**config.mk**
```make
export PLATFORM = sky130hd
export DESIGN_NAME = utf8_to_utf16_strict_converter_flat
export DESIGN_NICKNAME = d
export VERILOG_FILES = /design/src/design/utu_pkg.sv /design/src/design/utu_chan_if.sv /design/src/design/utu_front.sv /design/src/design/utu_queue.sv /design/src/design/utu_back.sv /design/src/design/utf8_to_utf16_strict_converter.sv /design/src/flat_wrapper.sv
export VERILOG_INCLUDE_DIRS = /design/src /design/src/design
export SDC_FILE = /design/constraint.sdc
export NUM_CORES = 1
export LEC_CHECK = 0
export BUFFER_PORTS_ARGS = -buffer_cell sky130_fd_sc_hd__buf_2
export CAP_MARGIN = 15
export CELL_PAD_IN_SITES_DETAIL_PLACEMENT = 0
export CELL_PAD_IN_SITES_GLOBAL_PLACEMENT = 1
export CORE_MARGIN = 2
export CORE_UTILIZATION = 29
export DETAILED_ROUTE_END_ITERATION = 16
export MAX_ROUTING_LAYER = met4
export PLACE_DENSITY_LB_ADDON = 0.1
export SLEW_MARGIN = 20
export SYNTH_ARGS = -nofsm -noshare
export SYNTH_HDL_FRONTEND = slang
export SYNTH_HIERARCHICAL = 1
export SYNTH_SLANG_ARGS = --single-unit
```
**constraint.sdc**
```tcl
create_clock -name clk -period 5.2 [get_ports clk]
set_clock_uncertainty 0.15 [all_clocks]
set_input_delay 0.26 -clock clk [delete_from_list [all_inputs] [get_ports clk]]
set_output_delay 0.26 -clock clk [all_outputs]
set_load 0.03 [all_outputs]
```
**src/design/assert_macros.svh**
```systemverilog
// assertion macros for the file that checks its own logic
// expects clk and arst_n in the scope of use
`ifndef ASSERT_MACROS_SVH
`define ASSERT_MACROS_SVH

// same-cycle implication, off during reset
`define AST_SAME(label, ante, cons) \
	label: assert property (@(posedge clk) disable iff (!arst_n) (ante) |-> (cons)) \
		else $error("assertion failed");

// next-cycle implication, off during reset
`define AST_NEXT(label, ante, cons) \
	label: assert property (@(posedge clk) disable iff (!arst_n) (ante) |=> (cons)) \
		else $error("assertion failed");

`endif

```
**src/design/utu_pkg.sv**
```systemverilog
// shared types and constants of the utf-8 to utf-16 converter
// no dependencies
package utu_pkg;

	localparam int QUEUE_DEPTH = 4;

	typedef logic [1:0] kind_t;
	localparam kind_t KIND_UNIT = 2'd0;
	localparam kind_t KIND_PAIR = 2'd1;
	localparam kind_t KIND_ERR  = 2'd2;

	localparam logic [5:0] HI_SURR_TAG = 6'b110110;
	localparam logic [5:0] LO_SURR_TAG = 6'b110111;

	// decoded job passed from front to back; data holds the unit, or the
	// code point minus 0x10000 for a pair
	typedef struct packed {
		kind_t       kind;
		logic [19:0] data;
		logic        last;
	} cmd_t;

endpackage

```
**src/design/utu_chan_if.sv**
```systemverilog
// valid/ready channel interfaces for the converter's byte and unit streams
// no dependencies
interface utu_in_if;
	logic       valid;
	logic       ready;
	logic [7:0] byte_in;
	logic       string_last;

	modport source (output valid, output byte_in, output string_last, input ready);
	modport sink (input valid, input byte_in, input string_last, output ready);
endinterface

interface utu_out_if;
	logic        valid;
	logic        ready;
	logic [15:0] code_unit;
	logic        error;
	logic        string_end;
	logic        run_last;

	modport source (output valid, output code_unit, output error, output string_end,
		output run_last, input ready);
	modport sink (input valid, input code_unit, input error, input string_end,
		input run_last, output ready);
endinterface

```
**src/design/utu_front.sv**
```systemverilog
// front end: accepts bytes, keeps the decoder state, classifies each code point
// depends on utu_pkg and utu_in_if
module utu_front
	import utu_pkg::*;
(
	input  logic      clk,
	input  logic      arst_n,
	utu_in_if.sink    in_ch,
	input  logic      queue_full,
	output logic      push,
	output cmd_t      push_cmd
);

	logic [20:0] partial_q;
	logic [1:0]  due_q;
	logic        skip_q;

	logic [20:0] partial_d;
	logic [1:0]  due_d;
	logic        skip_d;
	logic [7:0]  b;
	logic        last;
	logic        accept;
	logic        do_emit;
	logic        do_fail;
	logic        gives;
	logic [20:0] cp;
	logic [20:0] cp_off;
	logic [20:0] shifted;

	assign in_ch.ready = !queue_full;
	assign accept = in_ch.valid && in_ch.ready;
	assign b = in_ch.byte_in;
	assign last = in_ch.string_last;
	assign shifted = {partial_q[14:0], b[5:0]};
	assign cp_off = cp - 21'h010000;

	always_comb begin
		partial_d = partial_q;
		due_d = due_q;
		skip_d = skip_q;
		do_emit = 1'b0;
		do_fail = 1'b0;
		cp = {13'd0, b};
		if (skip_q) begin
			skip_d = !last;
		end else if (due_q == 2'd0) begin
			if (b <= 8'h7F) begin
				do_emit = 1'b1;
			end else if (b <= 8'hBF || b > 8'hF7) begin
				do_fail = 1'b1;
			end else begin
				if (b <= 8'hDF) begin
					partial_d = {16'd0, b[4:0]};
					due_d = 2'd1;
				end else if (b <= 8'hEF) begin
					partial_d = {17'd0, b[3:0]};
					due_d = 2'd2;
				end else begin
					partial_d = {18'd0, b[2:0]};
					due_d = 2'd3;
				end
				do_fail = last;
			end
		end else begin
			cp = shifted;
			if (b < 8'h80 || b > 8'hBF) begin
				do_fail = 1'b1;
			end else begin
				partial_d = shifted;
				due_d = due_q - 2'd1;
				if (due_d == 2'd0) begin
					do_emit = 1'b1;
				end else begin
					do_fail = last;
				end
			end
		end

		push_cmd.kind = KIND_ERR;
		push_cmd.data = '0;
		push_cmd.last = last;
		if (do_emit) begin
			partial_d = '0;
			due_d = 2'd0;
			if ((cp >= 21'h00D800 && cp <= 21'h00DFFF) || cp > 21'h10FFFF) begin
				do_fail = 1'b1;
			end else if (cp <= 21'h00FFFF) begin
				push_cmd.kind = KIND_UNIT;
				push_cmd.data = {4'd0, cp[15:0]};
			end else begin
				push_cmd.kind = KIND_PAIR;
				push_cmd.data = cp_off[19:0];
			end
		end
		if (do_fail) begin
			partial_d = '0;
			due_d = 2'd0;
			skip_d = !last;
			push_cmd.kind = KIND_ERR;
			push_cmd.data = '0;
		end
		gives = do_emit || do_fail;
	end

	assign push = accept && gives;

	always_ff @(posedge clk or negedge arst_n) begin
		if (!arst_n) begin
			partial_q <= '0;
			due_q <= 2'd0;
			skip_q <= 1'b0;
		end else if (accept) begin
			partial_q <= partial_d;
			due_q <= due_d;
			skip_q <= skip_d;
		end
	end

endmodule

```
**src/design/utu_queue.sv**
```systemverilog
// short job queue between front and back ends
// depends on utu_pkg
module utu_queue
	import utu_pkg::*;
#(
	parameter int DEPTH = QUEUE_DEPTH
) (
	input  logic clk,
	input  logic arst_n,
	input  logic push,
	input  cmd_t push_cmd,
	input  logic pop,
	output logic full,
	output logic head_valid,
	output cmd_t head
);

	localparam int PW = (DEPTH > 1) ? $clog2(DEPTH) : 1;
	localparam int CW = $clog2(DEPTH + 1);

	cmd_t          mem_q [DEPTH];
	logic [PW-1:0] wr_ptr_q;
	logic [PW-1:0] rd_ptr_q;
	logic [CW-1:0] count_q;

	assign full = (count_q == CW'(DEPTH));
	assign head_valid = (count_q != '0);
	assign head = mem_q[rd_ptr_q];

	always_ff @(posedge clk) begin
		if (push) begin
			mem_q[wr_ptr_q] <= push_cmd;
		end
	end

	always_ff @(posedge clk or negedge arst_n) begin
		if (!arst_n) begin
			wr_ptr_q <= '0;
			rd_ptr_q <= '0;
			count_q <= '0;
		end else begin
			if (push) begin
				wr_ptr_q <= (wr_ptr_q == PW'(DEPTH - 1)) ? '0 : wr_ptr_q + PW'(1);
			end
			if (pop) begin
				rd_ptr_q <= (rd_ptr_q == PW'(DEPTH - 1)) ? '0 : rd_ptr_q + PW'(1);
			end
			case ({push, pop})
				2'b10:   count_q <= count_q + CW'(1);
				2'b01:   count_q <= count_q - CW'(1);
				default: count_q <= count_q;
			endcase
		end
	end

endmodule

```
**src/design/utu_back.sv**
```systemverilog
// back end: turns queued jobs into utf-16 units through an output register
// depends on utu_pkg and utu_out_if
module utu_back
	import utu_pkg::*;
(
	input  logic      clk,
	input  logic      arst_n,
	input  logic      head_valid,
	input  cmd_t      head,
	output logic      pop,
	utu_out_if.source out_ch
);

	logic        valid_q;
	logic        half_q;
	logic [15:0] unit_q;
	logic        err_q;
	logic        end_q;
	logic        rlast_q;
	logic        load;
	logic        first_half;
	logic [15:0] unit_d;
	logic        err_d;
	logic        end_d;
	logic        rlast_d;

	assign load = !valid_q || out_ch.ready;
	assign first_half = (head.kind == KIND_PAIR) && !half_q;
	assign pop = load && head_valid && !first_half;

	always_comb begin
		unit_d = head.data[15:0];
		err_d = 1'b0;
		end_d = head.last;
		rlast_d = 1'b1;
		case (head.kind)
			KIND_UNIT: begin
				unit_d = head.data[15:0];
			end
			KIND_PAIR: begin
				if (!half_q) begin
					unit_d = {HI_SURR_TAG, head.data[19:10]};
					end_d = 1'b0;
					rlast_d = 1'b0;
				end else begin
					unit_d = {LO_SURR_TAG, head.data[9:0]};
				end
			end
			default: begin
				unit_d = '0;
				err_d = 1'b1;
				end_d = 1'b1;
			end
		endcase
	end

	always_ff @(posedge clk or negedge arst_n) begin
		if (!arst_n) begin
			valid_q <= 1'b0;
			half_q <= 1'b0;
		end else if (load) begin
			valid_q <= head_valid;
			if (head_valid) begin
				half_q <= first_half;
			end
		end
	end

	always_ff @(posedge clk) begin
		if (load && head_valid) begin
			unit_q <= unit_d;
			err_q <= err_d;
			end_q <= end_d;
			rlast_q <= rlast_d;
		end
	end

	assign out_ch.valid = valid_q;
	assign out_ch.code_unit = unit_q;
	assign out_ch.error = err_q;
	assign out_ch.string_end = end_q;
	assign out_ch.run_last = rlast_q;

endmodule

```
**src/design/utf8_to_utf16_strict_converter.sv**
```systemverilog
// channel    dir  payload
// in_ch      in   byte_in[7:0], string_last
// out_ch     out  code_unit[15:0], error, string_end, run_last
//
// one byte accepted per cycle while the job queue has room
// each result is one output unit; a surrogate pair gives two units
// a byte's result is registered first into the queue, then into the output register
// arst_n clears decoder state, queue pointers and output valid at once
// in_ch.ready falls only when the queue is full; out_ch stalls back up through it
module utf8_to_utf16_strict_converter
	import utu_pkg::*;
#(
	parameter int QDEPTH = QUEUE_DEPTH
) (
	input  logic      clk,
	input  logic      arst_n,
	utu_in_if.sink    in_ch,
	utu_out_if.source out_ch
);

	`include "assert_macros.svh"

	logic queue_full;
	logic push;
	cmd_t push_cmd;
	logic pop;
	logic head_valid;
	cmd_t head;

	utu_front u_front (
		.clk        (clk),
		.arst_n     (arst_n),
		.in_ch      (in_ch),
		.queue_full (queue_full),
		.push       (push),
		.push_cmd   (push_cmd)
	);

	utu_queue #(
		.DEPTH (QDEPTH)
	) u_queue (
		.clk        (clk),
		.arst_n     (arst_n),
		.push       (push),
		.push_cmd   (push_cmd),
		.pop        (pop),
		.full       (queue_full),
		.head_valid (head_valid),
		.head       (head)
	);

	utu_back u_back (
		.clk        (clk),
		.arst_n     (arst_n),
		.head_valid (head_valid),
		.head       (head),
		.pop        (pop),
		.out_ch     (out_ch)
	);

	// error result is always a zero unit closing the string
	`AST_SAME(a_err_form, out_ch.valid && out_ch.error,
		out_ch.code_unit == 16'd0 && out_ch.string_end && out_ch.run_last)
	// only the high surrogate of a pair leaves run_last low
	`AST_SAME(a_high_half, out_ch.valid && !out_ch.run_last,
		out_ch.code_unit[15:10] == HI_SURR_TAG && !out_ch.error && !out_ch.string_end)
	// high surrogate taken means the low one follows straight away
	`AST_NEXT(a_low_follows, out_ch.valid && out_ch.ready && !out_ch.run_last,
		out_ch.valid && out_ch.code_unit[15:10] == LO_SURR_TAG && out_ch.run_last)
	// nothing pushed into a full queue
	`AST_SAME(a_no_overflow, push, !queue_full)

endmodule
```
**src/flat_wrapper.sv**
```systemverilog
// flat-port wrapper written by rule: the top's interface ports become plain ports
module utf8_to_utf16_strict_converter_flat import utu_pkg::*;
#(
	parameter int QDEPTH = QUEUE_DEPTH
)
  (clk, arst_n, in_ch_valid, in_ch_byte_in, in_ch_string_last, in_ch_ready, out_ch_valid, out_ch_code_unit, out_ch_error, out_ch_string_end, out_ch_run_last, out_ch_ready);
  utu_in_if in_ch_i ();
  utu_out_if out_ch_i ();
  input  logic clk;
  input  logic arst_n;
  input wire logic [$bits(in_ch_i.valid)-1:0] in_ch_valid;
  input wire logic [$bits(in_ch_i.byte_in)-1:0] in_ch_byte_in;
  input wire logic [$bits(in_ch_i.string_last)-1:0] in_ch_string_last;
  output wire logic [$bits(in_ch_i.ready)-1:0] in_ch_ready;
  output wire logic [$bits(out_ch_i.valid)-1:0] out_ch_valid;
  output wire logic [$bits(out_ch_i.code_unit)-1:0] out_ch_code_unit;
  output wire logic [$bits(out_ch_i.error)-1:0] out_ch_error;
  output wire logic [$bits(out_ch_i.string_end)-1:0] out_ch_string_end;
  output wire logic [$bits(out_ch_i.run_last)-1:0] out_ch_run_last;
  input wire logic [$bits(out_ch_i.ready)-1:0] out_ch_ready;
  assign in_ch_i.valid = in_ch_valid;
  assign in_ch_i.byte_in = in_ch_byte_in;
  assign in_ch_i.string_last = in_ch_string_last;
  assign in_ch_ready = in_ch_i.ready;
  assign out_ch_valid = out_ch_i.valid;
  assign out_ch_code_unit = out_ch_i.code_unit;
  assign out_ch_error = out_ch_i.error;
  assign out_ch_string_end = out_ch_i.string_end;
  assign out_ch_run_last = out_ch_i.run_last;
  assign out_ch_i.ready = out_ch_ready;
  utf8_to_utf16_strict_converter #(.QDEPTH(QDEPTH)) u_core (.clk(clk), .arst_n(arst_n), .in_ch(in_ch_i), .out_ch(out_ch_i));
endmodule
```
==> metrics.md <==
| Metric | Value |
|---|---|
| Outcome | `finished clean` |
| Syn Nets | `just under 400` |
| Layout cells sized above 1 | `0.2682` |
| CTS tree | `done` |
| Grt total ovfl | `0` |
| IO Pins | `34` |
| Total GRT Usage | `0.1353` |
| Synth area leaders | `edfxtp_1 (56%), dfrtp_1 (11%), mux4_2 (6.8%)` |
| Final Wtd Congestion | `0.7443` |
| CTS clk-pin slew, worst paths | `0.06 ns` |
| Post-layout nets | `434` |
| Drt pass-1 iters | `4` |
| CP max-delay cell | `mux4_1` |
| Most frequent cells in the layout | `edfxtp_1 (111), nand2_1 (34), buf_2 (33), dfrtp_1 (27)` |
| Worst Path Max Fanout | `12` |
| Max VDD drop | `~0.00023 V` |
| Placed cell areas | `~0.0064 sq mm` |
| Number of DRC markers in iteration 0 | `around 110` |
| Initial core utilization | `0.2949` |
| Yosys top cell area share | `0.5586` |
| DPL Wire Length | `8793 um` |
| Clock tree sinks | `138` |
| Die ar. | `0.02174 sq mm` |
| Final Cell Area | `between 0.006 and 0.007 sq mm` |
| Fmax | `0.2923 GHz` |
| Top delay family on crit path | `multiplexers` |
| Clock Tree Root | `clkbuf_16` |
| Setup WS pre-CTS | `1.676 ns` |
| Clk_lat worst skew | `0.41 ns` |
| PD cells | `roughly 560 mW/mm^2` |
| Max_cap viols | `0` |
| Number of global-route vias before repair | `3,424` |
| Number of inserted diodes | `0` |
| Worst Path Arrival | `3.57 ns` |
| Remaining DRCs | `0` |
| Seq/Total Area, Yosys | `0.6718` |
| Yosys top cell by area | `edfxtp_1` |
| Max clock buf depth | `2` |
| FP Rows | `52` |
| First-pass GRT wire length | `20,850 um` |
| Die Wd | `147.4 um` |
| Via Count | `roughly 3,300` |
| Final Critical Period | `3.422 ns` |
| Layout area overhead | `17.13%` |
| Post-synth ARST share | `0.1957` |
| WL per Instance | `19.16 um` |
| CP bufs+invs | `0` |
| Worst Path Required | `5.35 ns` |
| #FFs+latches synth | `roughly 140` |
| Crit path top cell by count | `nor2_1` |
| Routed WL | `13,320 um` |
| H-tree depth | `4` |
| YS warnings | `6` |
| ANT nets after route | `0` |
| HP Class | `in -> reg` |
| Count of cell types in the netlist | `59` |
| Num CTS Buffers | `17` |
| Via density | `4.694` |
| Most common cell after layout, fill and taps aside | `edfxtp_1` |
| Total Neg Setup Slack | `0 ns` |
| Ordered list of cells on the worst path | `mux4_1, nand2b_2, nor2_1, nor2_1, ha_1, fa_1, mux2_2` |
| Final hold violation count | `0` |
| Max incr delay on CP | `0.82 ns` |
| Setup violations, final | `0` |
| Setup ws final | `1.778 ns` |
| RSZ-0062 raised after global routing | `false` |
| Post-Syn Instances | `365` |
| Slew of the pin with the lowest slew margin | `0.7825 ns` |
| Startpoint types | `flop` |
| Initial antenna violation count | `0` |
| Die Y-Extent | `between 100 and 150 um` |
| EDFF count, synth | `111` |
| Syn Area/Cell | `about 16 sq um` |
| IO Port Bufs | `33` |
| Final worst path period share | `0.6580` |
| Post-Synthesis Cell Area | `0.005967 sq mm` |
| Top FF cell, synth | `edfxtp_1` |
| Largest net degree at the start of global routing | `28` |
| Core box area | `0.02023 sq mm` |
| Relative slew slack | `0.4783` |
| Max Slew Vio Count | `0` |
| P_leak | `2.501 nW` |
| WS Path Type | `reg -> reg` |
| Crit. End Element | `flop` |
## synthesized netlist by cell type, types with 4 or more instances
cell type	number
dfrtp_1	27
mux4_1	5
mux2_2	4
a21oi_1	11
nor3_2	8
ha_1	7
inv_1	10
a22o_1	12
nand4_1	5
mux4_2	18
nand2_1	34
nor2_1	18
o21ai_0	7
buf_4	4
nor3b_1	7
buf_6	4
buf_2	6
edfxtp_1	111
clkbuf_1	4
and2_1	5
## logic make-up after synthesis
group           after synthesis  synth area share
flops                       138            0.6718
simple gates                105            0.1032
compound gates               50           0.06542
buf+inv                      30           0.03313
mux                          30            0.1025
fa+ha+maj                     8           0.01803
xor+xnor                      4          0.005872
## area by class of cell
class / instances / area [sq um]
repair buffers: 49 / 309.0
inverters: 10 / 37.54
well taps: 270 / 337.8
clock buffers: 18 / 429.2
multi-input cells: 197 / 1760
fillers: 1966 / 13250
clock inverters: 13 / 106.4
flip-flops and latches: 138 / 4009
## per-layer routing
| layer | up-vias | GRT usage | wire (um) |
|---|---|---|---|
| li1 | 1510 | - | - |
| met2 | 48 | 0.2002 | 6270 |
| met4 | 0 | 0.04471 | 162 |
| met3 | 12 | 0.02963 | 371 |
| met5 | - | - | 0 |
| met1 | 1692 | 0.1865 | 6510 |
## through the flow
step / power [mW] / utilization / cells / hold WS (ns)
6_report: 3.899 / 0.3454 / 695 / 0.02869
5_1_grt: 4.148 / 0.3454 / 695 / 0.02624
4_1_cts: 3.976 / 0.3454 / 695 / 0.01874
3_5_place_dp: 2.868 / 0.3150 / 656 / 0.1914
3_3_place_gp: 2.858 / 0.3144 / 655 / 0.2053
2_1_floorplan: 2.559 / - / 365 / -0.1856
## flip-flops by register name, summed over array words and instances, names as in the netlist, 2 cells and up
| name | count |
|---|---|
| u_core/u_back/out_ch.code_unit | 16 |
| u_core/u_front/due_q | 2 |
| u_core/u_front/partial_q | 15 |
| u_core/u_queue/count_q | 3 |
| u_core/u_queue/mem_q | 92 |
| u_core/u_queue/rd_ptr_q | 2 |
| u_core/u_queue/wr_ptr_q | 2 |
## repair_timing
item	4_1_cts	5_1_grt
buffers inserted	0	0
resized for setup	0	0
endpoints found under the setup margin	0	0
hold buffers	8	0
hold endpoints to repair	37	0
## worst paths after layout
path / from / slack, ns / to / cells past startpoint
setup / recovery: u_core/u_queue/rd_ptr_q[0]$_DFFE_PN0P_ / 1.78 / u_core/u_queue/count_q[1]$_DFFE_PN0P_ / 7
hold / removal: in_ch_byte_in[4] / 0.03 / u_core/u_front/partial_q[4]$_DFFE_PN0P_ / 2
setup reg to reg: u_core/u_queue/rd_ptr_q[0]$_DFFE_PN0P_ / 1.78 / u_core/u_queue/count_q[1]$_DFFE_PN0P_ / 7
hold reg to reg: u_core/u_queue/count_q[2]$_DFFE_PN0P_ / 0.34 / u_core/u_queue/count_q[2]$_DFFE_PN0P_ / 1
max in group asynchronous: arst_n / 4.18 / u_core/u_front/partial_q[9]$_DFFE_PN0P_ / 2
min in group asynchronous: arst_n / 0.28 / u_core/u_queue/wr_ptr_q[0]$_DFFE_PN0P_ / 2
## where the power goes
| part | internal [mW] | total, mW | switching, mW | leakage [nW] |
|---|---|---|---|---|
| clock | 0.648 | 1.09 | 0.439 | 0.258 |
| combinational | 0.445 | 1.21 | 0.767 | 0.839 |
| sequential | 1.50 | 1.60 | 0.0970 | 1.40 |
No activity file was read; power rests on OpenSTA's default activity.
